`config.mk`:
```
export PLATFORM = sky130hd
export DESIGN_NAME = length_prefixed_message_deframer
export DESIGN_NICKNAME = d
export VERILOG_FILES = /design/src/lpd_pkg.sv /design/src/lpd_parser.sv /design/src/lpd_result_reg.sv /design/src/length_prefixed_message_deframer.sv
export SDC_FILE = /design/constraint.sdc
export NUM_CORES = 1
export LEC_CHECK = 0
export ABC_AREA = 0
export BUFFER_PORTS_ARGS = -buffer_cell sky130_fd_sc_hd__clkbuf_2
export CORE_MARGIN = 1.5
export CORE_UTILIZATION = 30
export CTS_CLUSTER_DIAMETER = 40
export DETAILED_ROUTE_END_ITERATION = 10
export SYNTH_ARGS = -nofsm -noshare
export SYNTH_HDL_FRONTEND = slang
export SYNTH_SLANG_ARGS = --single-unit
```
`constraint.sdc`:
```
create_clock -name i_clk -period 3.52 [get_ports i_clk]
set_input_delay 0.176 -clock i_clk [delete_from_list [all_inputs] [get_ports i_clk]]
set_output_delay 0.176 -clock i_clk [all_outputs]
set_load 0.03 [all_outputs]
```
`src/lpd_pkg.sv`:
```
// ----------------------------------------------------------------------------
// lpd_pkg
// Shared types and constants of the length-prefixed message deframer.
// ----------------------------------------------------------------------------
`default_nettype none

package lpd_pkg;

    // Width of the saturating segment counter
    localparam int unsigned SEG_CNT_BITS = 12;
    localparam logic [SEG_CNT_BITS-1:0] SEG_CNT_MAX = {SEG_CNT_BITS{1'b1}};

    // Fixed widths of the result fields
    localparam int unsigned BYTE_BITS = 8;
    localparam int unsigned LEN_BITS  = 32;
    localparam int unsigned NUM_BITS  = 12;

    // Byte classification codes
    typedef logic [1:0] t_kind;
    localparam t_kind KIND_TYPE    = 2'd0;
    localparam t_kind KIND_BODYLEN = 2'd1;
    localparam t_kind KIND_SEGLEN  = 2'd2;
    localparam t_kind KIND_DATA    = 2'd3;

    // Parser phases
    typedef logic [1:0] t_phase;
    localparam t_phase PH_TYPE    = 2'd0;
    localparam t_phase PH_BODYLEN = 2'd1;
    localparam t_phase PH_SEGLEN  = 2'd2;
    localparam t_phase PH_DATA    = 2'd3;

    // Header byte index within a 4-byte length field
    localparam logic [1:0] HDR_LAST = 2'd3;

    // One classified word
    typedef struct packed {
        logic [BYTE_BITS-1:0] echo_byte;
        t_kind                byte_kind;
        logic [BYTE_BITS-1:0] message_type;
        logic [NUM_BITS-1:0]  segment_number;
        logic                 segment_done;
        logic                 message_done;
        logic [NUM_BITS-1:0]  segment_total;
        logic                 overrun;
    } t_result;

endpackage

`default_nettype wire

```
`src/lpd_parser.sv`:
```
// ----------------------------------------------------------------------------
// lpd_parser
// Message framing state and combinational classification of one byte.
// ----------------------------------------------------------------------------
`default_nettype none

module lpd_parser (
    input  wire logic                         i_clk,
    input  wire logic                         i_rst_n,
    input  wire logic                         i_advance,
    input  wire logic [lpd_pkg::BYTE_BITS-1:0] i_byte,
    output lpd_pkg::t_result                  o_result
);

    lpd_pkg::t_phase                      r_phase,  n_phase;
    logic [1:0]                           r_hdr,    n_hdr;
    logic [lpd_pkg::LEN_BITS-1:0]         r_body,   n_body;
    logic [lpd_pkg::LEN_BITS-1:0]         r_seg,    n_seg;
    logic [lpd_pkg::BYTE_BITS-1:0]        r_type,   n_type;
    logic [lpd_pkg::SEG_CNT_BITS-1:0]     r_cnt,    n_cnt;
    logic                                 r_ovr,    n_ovr;

    logic [lpd_pkg::SEG_CNT_BITS-1:0]     cnt_inc;
    logic [lpd_pkg::LEN_BITS-1:0]         body_dec;
    logic [lpd_pkg::LEN_BITS-1:0]         seg_dec;
    logic [lpd_pkg::LEN_BITS-1:0]         body_shift;
    logic [lpd_pkg::LEN_BITS-1:0]         seg_shift;
    logic                                 body_last;
    logic                                 seg_last;
    lpd_pkg::t_kind                       kind;
    logic                                 use_index;
    logic                                 seg_done;
    logic                                 msg_done;
    logic [lpd_pkg::SEG_CNT_BITS+lpd_pkg::NUM_BITS-1:0] cur_ext;
    logic [lpd_pkg::SEG_CNT_BITS+lpd_pkg::NUM_BITS-1:0] tot_ext;

    assign cnt_inc    = (r_cnt != lpd_pkg::SEG_CNT_MAX) ? r_cnt + 1'b1 : r_cnt;
    assign body_dec   = r_body - 1'b1;
    assign seg_dec    = r_seg - 1'b1;
    assign body_shift = {r_body[lpd_pkg::LEN_BITS-9:0], i_byte};
    assign seg_shift  = {r_seg[lpd_pkg::LEN_BITS-9:0], i_byte};
    // this word uses up the last body byte
    assign body_last  = (r_body == {{(lpd_pkg::LEN_BITS-1){1'b0}}, 1'b1});
    assign seg_last   = (r_seg == {{(lpd_pkg::LEN_BITS-1){1'b0}}, 1'b1});

    always_comb begin
        n_phase   = r_phase;
        n_hdr     = r_hdr;
        n_body    = r_body;
        n_seg     = r_seg;
        n_type    = r_type;
        n_cnt     = r_cnt;
        n_ovr     = r_ovr;
        kind      = lpd_pkg::KIND_DATA;
        use_index = 1'b0;
        seg_done  = 1'b0;
        msg_done  = 1'b0;
        case (r_phase)
            lpd_pkg::PH_TYPE: begin
                kind    = lpd_pkg::KIND_TYPE;
                n_type  = i_byte;
                n_cnt   = '0;
                n_ovr   = 1'b0;
                n_body  = '0;
                n_seg   = '0;
                n_hdr   = '0;
                n_phase = lpd_pkg::PH_BODYLEN;
            end
            lpd_pkg::PH_BODYLEN: begin
                kind   = lpd_pkg::KIND_BODYLEN;
                n_body = body_shift;
                if (r_hdr == lpd_pkg::HDR_LAST) begin
                    n_hdr = '0;
                    if (body_shift == '0) begin
                        msg_done = 1'b1;
                        n_phase  = lpd_pkg::PH_TYPE;
                    end else begin
                        n_seg   = '0;
                        n_phase = lpd_pkg::PH_SEGLEN;
                    end
                end else begin
                    n_hdr = r_hdr + 1'b1;
                end
            end
            lpd_pkg::PH_SEGLEN: begin
                kind      = lpd_pkg::KIND_SEGLEN;
                use_index = 1'b1;
                n_seg     = seg_shift;
                n_body    = body_dec;
                if (r_hdr != lpd_pkg::HDR_LAST) begin
                    if (body_last) begin
                        // body ends inside the length header: cut here
                        seg_done = 1'b1;
                        msg_done = 1'b1;
                        n_ovr    = 1'b1;
                        n_cnt    = cnt_inc;
                        n_hdr    = '0;
                        n_phase  = lpd_pkg::PH_TYPE;
                    end else begin
                        n_hdr = r_hdr + 1'b1;
                    end
                end else begin
                    n_hdr = '0;
                    if (seg_shift == '0) begin
                        seg_done = 1'b1;
                        n_cnt    = cnt_inc;
                        if (body_last) begin
                            msg_done = 1'b1;
                            n_phase  = lpd_pkg::PH_TYPE;
                        end
                    end else if (body_last) begin
                        seg_done = 1'b1;
                        msg_done = 1'b1;
                        n_ovr    = 1'b1;
                        n_cnt    = cnt_inc;
                        n_phase  = lpd_pkg::PH_TYPE;
                    end else begin
                        n_phase = lpd_pkg::PH_DATA;
                    end
                end
            end
            default: begin
                kind      = lpd_pkg::KIND_DATA;
                use_index = 1'b1;
                n_body    = body_dec;
                n_seg     = seg_dec;
                if (body_last) begin
                    seg_done = 1'b1;
                    msg_done = 1'b1;
                    if (!seg_last) begin
                        n_ovr = 1'b1;
                    end
                    n_cnt   = cnt_inc;
                    n_phase = lpd_pkg::PH_TYPE;
                end else if (seg_last) begin
                    seg_done = 1'b1;
                    n_cnt    = cnt_inc;
                    n_hdr    = '0;
                    n_phase  = lpd_pkg::PH_SEGLEN;
                end
            end
        endcase
    end

    assign cur_ext = {{lpd_pkg::NUM_BITS{1'b0}}, r_cnt};
    assign tot_ext = {{lpd_pkg::NUM_BITS{1'b0}}, n_cnt};

    always_comb begin
        o_result.echo_byte      = i_byte;
        o_result.byte_kind      = kind;
        o_result.message_type   = n_type;
        o_result.segment_number = use_index ? cur_ext[lpd_pkg::NUM_BITS-1:0] : '0;
        o_result.segment_done   = seg_done;
        o_result.message_done   = msg_done;
        o_result.segment_total  = tot_ext[lpd_pkg::NUM_BITS-1:0];
        o_result.overrun        = n_ovr;
    end

    always_ff @(posedge i_clk) begin
        if (!i_rst_n) begin
            r_phase <= lpd_pkg::PH_TYPE;
            r_hdr   <= '0;
            r_body  <= '0;
            r_seg   <= '0;
            r_type  <= '0;
            r_cnt   <= '0;
            r_ovr   <= 1'b0;
        end else if (i_advance) begin
            r_phase <= n_phase;
            r_hdr   <= n_hdr;
            r_body  <= n_body;
            r_seg   <= n_seg;
            r_type  <= n_type;
            r_cnt   <= n_cnt;
            r_ovr   <= n_ovr;
        end
    end

endmodule

`default_nettype wire

```
`src/lpd_result_reg.sv`:
```
// ----------------------------------------------------------------------------
// lpd_result_reg
// Output register holding one classified word until the receiver takes it.
// ----------------------------------------------------------------------------
`default_nettype none

module lpd_result_reg (
    input  wire logic             i_clk,
    input  wire logic             i_rst_n,
    input  wire logic             i_load,
    input  wire lpd_pkg::t_result i_result,
    input  wire logic             i_out_stall,
    output logic                  o_free,
    output logic                  o_out_valid,
    output lpd_pkg::t_result      o_result
);

    logic             r_valid;
    lpd_pkg::t_result r_result;

    // free when empty or when the held word leaves this cycle
    assign o_free      = !r_valid || !i_out_stall;
    assign o_out_valid = r_valid;
    assign o_result    = r_result;

    always_ff @(posedge i_clk) begin
        if (!i_rst_n) begin
            r_valid <= 1'b0;
        end else if (o_free) begin
            r_valid <= i_load;
        end
    end

    always_ff @(posedge i_clk) begin
        if (o_free && i_load) begin
            r_result <= i_result;
        end
    end

endmodule

`default_nettype wire

```
`src/length_prefixed_message_deframer.sv`:
```
// ----------------------------------------------------------------------------
// length_prefixed_message_deframer
// Splits a byte stream of type/length/segment messages and tags every byte.
//
// Input channel: i_in_valid / o_in_stall carry one stream byte per word.
// Output channel: o_out_valid / i_out_stall carry one classified word per
// input byte: the echoed byte, its kind, the latched message type, segment
// index, segment and message end flags, running segment count and overrun.
// Path: a byte accepted into the input register is classified by the parser
// logic and loaded into the result register, which offers it on the output
// from then on (input register, then result register behind the parser logic).
// Throughput: one byte per clock; every stage advances each cycle while the
// output is not stalled, and a stage frees as soon as its word moves on.
// A stall on the output holds the result word and then the input register;
// o_in_stall rises only when both are full.
// Reset (synchronous, active low) empties both registers and returns the
// parser to expect a type byte with all counts cleared.
// ----------------------------------------------------------------------------
`default_nettype none

module length_prefixed_message_deframer (
    input  wire logic                          i_clk,
    input  wire logic                          i_rst_n,
    input  wire logic                          i_in_valid,
    output logic                               o_in_stall,
    input  wire logic [lpd_pkg::BYTE_BITS-1:0] i_stream_byte,
    output logic                               o_out_valid,
    input  wire logic                          i_out_stall,
    output logic [lpd_pkg::BYTE_BITS-1:0]      o_echo_byte,
    output logic [1:0]                         o_byte_kind,
    output logic [lpd_pkg::BYTE_BITS-1:0]      o_message_type,
    output logic [lpd_pkg::NUM_BITS-1:0]       o_segment_number,
    output logic                               o_segment_done,
    output logic                               o_message_done,
    output logic [lpd_pkg::NUM_BITS-1:0]       o_segment_total,
    output logic                               o_overrun
);

    logic                          r_in_valid;
    logic [lpd_pkg::BYTE_BITS-1:0] r_in_byte;
    logic                          out_free;
    logic                          advance;
    logic                          in_take;
    lpd_pkg::t_result              parse_res;
    lpd_pkg::t_result              out_res;

    assign advance    = r_in_valid && out_free;
    assign o_in_stall = r_in_valid && !out_free;
    assign in_take    = i_in_valid && !o_in_stall;

    always_ff @(posedge i_clk) begin
        if (!i_rst_n) begin
            r_in_valid <= 1'b0;
        end else if (!o_in_stall) begin
            r_in_valid <= i_in_valid;
        end
    end

    always_ff @(posedge i_clk) begin
        if (in_take) begin
            r_in_byte <= i_stream_byte;
        end
    end

    lpd_parser u_parser (
        .i_clk     (i_clk),
        .i_rst_n   (i_rst_n),
        .i_advance (advance),
        .i_byte    (r_in_byte),
        .o_result  (parse_res)
    );

    lpd_result_reg u_result (
        .i_clk       (i_clk),
        .i_rst_n     (i_rst_n),
        .i_load      (r_in_valid),
        .i_result    (parse_res),
        .i_out_stall (i_out_stall),
        .o_free      (out_free),
        .o_out_valid (o_out_valid),
        .o_result    (out_res)
    );

    assign o_echo_byte      = out_res.echo_byte;
    assign o_byte_kind      = out_res.byte_kind;
    assign o_message_type   = out_res.message_type;
    assign o_segment_number = out_res.segment_number;
    assign o_segment_done   = out_res.segment_done;
    assign o_message_done   = out_res.message_done;
    assign o_segment_total  = out_res.segment_total;
    assign o_overrun        = out_res.overrun;

endmodule

`default_nettype wire

```
======== Word-level counts from Yosys, hierarchy flattened ========
Cells that the tools add are included.
word-level totals
  register bits ........................... 144
  RAM bits ................................ 0
  bits in latches ......................... 0
  memories ................................ 0
  bits in read-only memories .............. 0
cells by class
  $mul .................................... 0
  shifts and indexed selects .............. 0
  div/mod/pow operators ................... 0
  reductions and logical operators ........ 17
  multiplexer cells ....................... 43
  bitwise logic cells ..................... 0
  $lt $le $gt $ge ......................... 0
  eq/ne operators ......................... 10
  add/sub/neg operators ................... 4
operators with widths
  cell                   count
  $pmux 32 s3            1
  $mux 12                6
  $eq 32x1->1 const B    2
  $logic_not 32->1       2
  $mux 32                2
  $pmux 32 s2            1
  $sub 32x1->32 const B  2
  $pmux 12 s3            1
  $mux 2                 13
  $pmux 2 s3             3
  $add 12x1->12 const B  1
  $mux 1                 12
  $ne 12x12->1 const B   1
  $reduce_and 3->1       3
  $mux 8                 1
  $reduce_bool 5->1      1
  $eq 2x2->1 const B     2
  $logic_not 1->1        4
  $ne 2x2->1 const B     2
  $ne 4x4->1 const B     1
  $pmux 1 s2             2
  $reduce_bool 4->1      1
  $logic_and 1x1->1      3
  $pmux 1 s3             1
  6 further kinds        6

======== Depth between registers and ports, before layout ========
Gate-level depths: netlist of the first run.
  depth after elaboration ................. 6
  gate-level depth with buffers ........... 11
  gate-level depth less buffers ........... 8

======== Cells and area by module ========
From an unflattened synthesis of the first run, not the netlist that was laid out.
second synthesis, totals
  cells, all modules ...................... 917
  area, all modules ....................... 7729.9 sq um
by module, submodules not included
  module                            area each (sq um)  cells an instance  sequential area each (sq um)  instances
  lpd_parser                        6043.3             854                1781.7                        1
  lpd_result_reg                    1392.6             50                 1371.3                        1
  length_prefixed_message_deframer  294.0              13                 260.2                         1

======== Worst setup path before layout of the first run ========
OpenSTA, ideal clock, no wires.
  kind .................................... flip-flop to flip-flop
  start ................................... register u_result.r_valid, in the netlist u_result.o_out_valid
  end ..................................... register u_result.r_result, in the netlist u_result.o_result[0] (enable)
  data required time ...................... 3093 ps
  arrival time ............................ 2253 ps
  slack ................................... 840 ps
  path buffers ............................ 1
  stages on the path, launching flop included .. 5
  cells stage by stage .................... dfxtp_1 -> nand2_1 -> nand2_1 -> inv_2 -> clkbuf_1
between the ends
  longest elaborated chain between the ends .. 3
RTL lines
  item                    RTL line                                text
  start, declared         lpd_result_reg.sv:18                    logic r_valid;
  start signal, assigned  lpd_result_reg.sv:30                    r_valid <= i_load;
  $logic_not 1->1         lpd_result_reg.sv:22                    assign o_free = !r_valid || !i_out_stall;
  $logic_or 1x1->1        lpd_result_reg.sv:22
  $logic_and 1x1->1       n/a
  named net advance       length_prefixed_message_deframer.sv:42  logic advance;
  end signal, assigned    lpd_result_reg.sv:36                    r_result <= i_result;
  end, declared           lpd_result_reg.sv:19                    lpd_pkg::t_result r_result;
The timed path passes the listed nets, and every way through them passes these cells.
A chain may end at the register's enable or synchronous reset.

==> results of run 1 <==
[kinds of logic after synthesis]
family | synth area share, %
AO/OA/AOI/OAI | 26.57
XOR/XNOR | 1.003
adder cells (fa/ha/maj) | 1.910
buffers and inverters | 5.461
flip-flops | 43.43
multiplexers | 1.146
AND/OR/NAND/NOR | 20.47
[cells in the final DEF, fill, tap and decap left out, drive strengths merged, types with 17 or more instances in the layout]
cell type and n:
a21oi 95, a32o 21, buf 26, clkbuf 77, dfxtp 91, edfxtp 53
inv 28, nand2 91, nand3 17, nand4 17, nor2 80, nor3 30
nor4 26, o21ai 84
[critical path, cell delays in order (launching register included)]
cell     delay (ps)
dfxtp_1         380
nor4_1          530
nand4_1         370
buf_4           260
or2_2           330
a31o_2          390
o31ai_1         360
nand2_1         100
[how the worst max path moves through the flow]
stage	start	endpoint	depth (start not counted)	slack, ps
floorplan	u_result.o_out_valid	u_result.o_result[0]	4	840
global placement	u_parser.r_body[12]	u_result.o_result[5]	7	610
detailed placement	u_parser.r_body[12]	u_result.o_result[5]	7	560
CTS	u_parser.r_body[12]	u_result.o_result[9]	7	540
global route	u_parser.r_body[12]	u_result.o_result[8]	7	270
finish	u_parser.r_body[12]	u_result.o_result[8]	7	530
[final cells by class]
class / count / area, µm² / area share [%]
multi-input cells: 676 / 4021 / 43.98
flip-flops and latches: 144 / 3413 / 37.33
repair buffers: 93 / 588.1 / 6.431
well taps: 335 / 419.2 / 4.584
clock buffers: 19 / 432.9 / 4.735
clock inverters: 13 / 162.7 / 1.779
inverters: 28 / 106.4 / 1.163
[power by group]
group / switching (mW) / internal, mW
registers: 0.0641 / 1.79
logic: 0.530 / 0.267
clock network: 0.742 / 1.12
[registers in the layout (all words and copies together) (netlist names)]
| register | flops |
|---|---|
| u_result.o_result | 45 |
| u_parser.r_body | 32 |
| u_parser.r_seg | 32 |
| u_parser.r_cnt | 12 |
| r_in_byte | 8 |
| u_parser.r_type | 8 |
| u_parser.r_hdr | 2 |
| u_parser.r_phase | 2 |
| r_in_valid | 1 |
| u_parser.r_ovr | 1 |
| u_result.o_out_valid | 1 |
[metrics by stage]
| step | hold slack [ps] | area [µm²] |
|---|---|---|
| 2_1_floorplan | 274.9 | 7859 |
| 3_3_place_gp | 354.0 | 8458 |
| 3_5_place_dp | 355.1 | 8458 |
| 4_1_cts | 6.261 | 9144 |
| 6_report | 12.45 | 9144 |
| 5_1_grt | 47.75 | 9144 |
[per-layer routing]
metal	global-route usage (%)	up-vias	wire, µm
met4	5.201	0	405
met5	0	-	0
met1	22.99	3582	10520
met3	2.988	33	1063
li1	-	3532	-
met2	27.18	239	10770
==> metrics.txt, run 1 <==
mapped cell area 7859 µm²; Pwr Total 4.513 mW; worst slew margin relative to its limit 41.22%; initial antenna violation count 0; kind of critical path flop to flop; row count 59; vias per cell 5.647; DRT iter0 DRCs 669; cts repair resizes 0; largest net degree at the start of global routing 107; CP startpoint kind flop; DR vias 7386; utilization after layout 35.29%; top_reg_cell synth dfxtp_1; register bit total from synthesis 144; Final Hold Viols 0; Arr. time, crit path 3140 ps; drc violations 0; number of antenna diodes 0; crit path capture type flop; die height 164.9 µm; Slew Viols, Final 0; peak supply drop 0.3336 mV; hold_sp i_out_stall; non-filler cells, final 1308; Final TNS setup 0 ps; WP data required 3670 ps; Post-synth EDFFs 53; worst hold path depth 3; Yosys top cell area share 23.18%; TritonRoute pass-1 iters 5; first-pass GRT wire length 36450 µm; Min-Delay Path Class primary input to flop; CTS Buf Count 17; final global-route overflow total 0; Die Width 164.9 µm; Max clock buf depth 2; Post-Synthesis Cells 921; Cell Count Post-Placement 1267; worst reg2reg path depth 7; clk slew on worst S/H paths 60 ps; terminus of the critical flop-to-flop path u_result.o_result[8]; nets 984; Final Wtd Congestion 0.8446; Clock Skew 15.48 ps; GRT Total Usage 16.91%; Post-DRT Antenna Nets 0; Starting Density 30.33%; core area 25910 µm²; Worst R2R Start u_parser.r_body[12]; achievable frequency 334.3 MHz; final setup violation count 0; Final period util 84.97%; LEAKAGE 3.284 nW; die area 27180 µm²; postcts setup bufs 0; Post-synth top cells a21oi_1 (95), dfxtp_1 (91), nand2_1 (91); IO Pins 59; H-tree levels 4; later-pin clock latency in the skew report 430 ps; yosys warns 0; layout cells sized above 1 14.70%; fraction of registers with async set/reset 0%; Pwr Density 493.6 nW/µm²; # fillers 2675; shortest period the worst path allows 2991 ps; status completed; pre-CTS WS 562.1 ps; hpwl dp 14880 µm; synth top area cells dfxtp_1 (23%), edfxtp_1 (20%), a21oi_1 (6.0%), o21ai_0 (5.3%), nand2_1 (4.3%); clock sinks 144; R2R Setup Slk 530 ps; Port Buffer Count 58; CTS tree yes; final worst slack 529.0 ps; Wirelength per Cell 17.40 µm; Worst Path Max Fanout 17; synth unique cells 64; sequential area share after synthesis 43.43%; CTS root buf clkbuf_16; vias in the first global route 6873; max-cap violation count 0; average size of a mapped cell 8.533 µm²; hold_buf cts 9; Layout Area Growth over Synthesis 16.35%; most common cell in the netlist a21oi_1; WHS Endpoint u_result.o_out_valid; RSZ-0062 raised after global routing false; Worst Max-Slew Pin Slew 879.9 ps; area leader, netlist dfxtp_1; Net Count, Synth 945; overall routed net length 22760 µm
No activity file was read; power rests on OpenSTA's default activity.
==> run 2, diff against run 1 <==
==> constraint.sdc (replaced) <==
create_clock -name i_clk -period 3.1 [get_ports i_clk]
set_input_delay 0.155 -clock i_clk [delete_from_list [all_inputs] [get_ports i_clk]]
set_output_delay 0.155 -clock i_clk [all_outputs]
set_load 0.03 [all_outputs]
==> run 2 against run 1 <==
Effect of this change:
- clock skew is 2.1 ps lower
- non-clock buffer count is 26 higher
- critical path depth is 1 lower
- combinational power is 21% higher
- hold slack better by 130 ps
- die area stayed put
- critical endpoint is now u_parser.r_seg[19]
- highest routed layer unchanged
==> metrics.txt, run 2 (synthesized netlist as in run 1, its figures left out) <==
initial antenna violation count 0; clock sinks 144; Worst Path Max Fanout 28; IO Pins 59; Final Wtd Congestion 0.8395; vias in the first global route 6765; TritonRoute pass-1 iters 6; worst slew margin relative to its limit 33.52%; DRT iter0 DRCs 932; max reg flops 45; largest net degree at the start of global routing 107; CP startpoint kind flop; shortest period the worst path allows 2894 ps; Final TNS setup 0 ps; most frequent cells in the layout a21oi_1 (95), dfxtp_1 (91), nand2_1 (90), o21ai_0 (84), nor2_1 (79); number of antenna diodes 0; Wirelength per Cell 17.30 µm; vias per cell 5.553; peak supply drop 0.3634 mV; drc violations 0; Port Buffer Count 58; Layout Area Growth over Synthesis 19.20%; die area 27180 µm²; GRT Total Usage 17.15%; WP data required 3470 ps; Final Hold Viols 0; Die Width 164.9 µm; first-pass GRT wire length 36510 µm; layout cells sized above 1 16.82%; pre-CTS WS 256.8 ps; final setup violation count 0; status completed; achievable frequency 345.5 MHz; hpwl dp 15040 µm; utilization after layout 36.15%; clk slew on worst S/H paths 60 ps; # fillers 2659; CTS tree yes; postcts setup bufs 0; Arr. time, crit path 3270 ps; DR vias 7408; Clock Skew 13.41 ps; kind of critical path flop to flop; commonest non-fill, non-tap cell in the layout a21oi_1; final global-route overflow total 0; Worst Max-Slew Pin Slew 995.1 ps; cts repair resizes 0; hold_buf cts 10; core area 25910 µm²; CTS Buf Count 17; LEAKAGE 3.416 nW; Post-DRT Antenna Nets 0; Max clock buf depth 2; final worst slack 205.7 ps; overall routed net length 23070 µm; RSZ-0062 raised after global routing false; max-cap violation count 0; crit path capture type flop; Pwr Density 551.7 nW/µm²; Final period util 93.36%; H-tree levels 4; die height 164.9 µm; Slew Viols, Final 0; Starting Density 30.33%; nets 1010; Min-Delay Path Class primary input to flop; later-pin clock latency in the skew report 430 ps; row count 59; CTS root buf clkbuf_16
==> run 2: cell count changes in the layout (fill, tap and decap cells not counted), sizes merged <==
cell         before  now
buf              26   51
clkbuf           77   78
inv              28   27
dlygate4sd3       9   10
clkinvlp          2    4
clkinv            8    6
==> run 2: area by class of cell <==
| class | count | area, µm² | area share [%] |
|---|---|---|---|
| clock buffers | 20 | 436.7 | 4.661 |
| clock inverters | 12 | 160.2 | 1.710 |
| inverters | 28 | 106.4 | 1.135 |
| multi-input cells | 676 | 4021 | 42.93 |
| flip-flops and latches | 144 | 3413 | 36.44 |
| well taps | 335 | 419.2 | 4.474 |
| repair buffers | 119 | 810.8 | 8.655 |
==> run 2: report_power, final <==
part | internal (mW) | switching (mW) | total, mW
Combinational | 0.336 | 0.625 | 0.961
Clock | 1.27 | 0.844 | 2.11
Sequential | 2.03 | 0.0590 | 2.09
Total | 3.64 | 1.53 | 5.17
==> run 2: metrics by stage <==
| step | hold slack (ps) | std cells | power, mW | cell area, µm² |
|---|---|---|---|---|
| after CTS | 127.8 | 1334 | 5.195 | 9368 |
| after detailed placement | 334.1 | 1292 | 3.073 | 8671 |
| final | 141.3 | 1334 | 5.168 | 9368 |
| after global routing | 148.7 | 1334 | 5.378 | 9368 |
| after floorplan | 253.9 | 921 | 2.772 | 7859 |
| after global placement | 334.0 | 1292 | 3.070 | 8671 |
==> run 2: final timing paths <==
check | from | to | slack [ps] | cells after the start
min reg2reg | u_parser.r_type[5] | u_parser.r_type[5] | 450 | 2
max | r_in_byte[3] | u_parser.r_seg[19] | 210 | 6
min | i_rst_n | u_parser.r_cnt[9] | 140 | 3
max reg2reg | r_in_byte[3] | u_parser.r_seg[19] | 210 | 6
==> run 2: worst max-delay path, stage by stage (launching register included) <==
cell,delay (ps)
edfxtp_1,550
nor4_1,580
nand2_1,250
or4_4,580
a31o_2,470
a21boi_0,270
o21a_1,130
==> run 2: routing by layer <==
layer | wire length, µm | global-route usage (%)
met5 | 0 | 0
met4 | 452 | 5.528
met3 | 1295 | 3.792
met2 | 11010 | 27.88
met1 | 10310 | 22.47
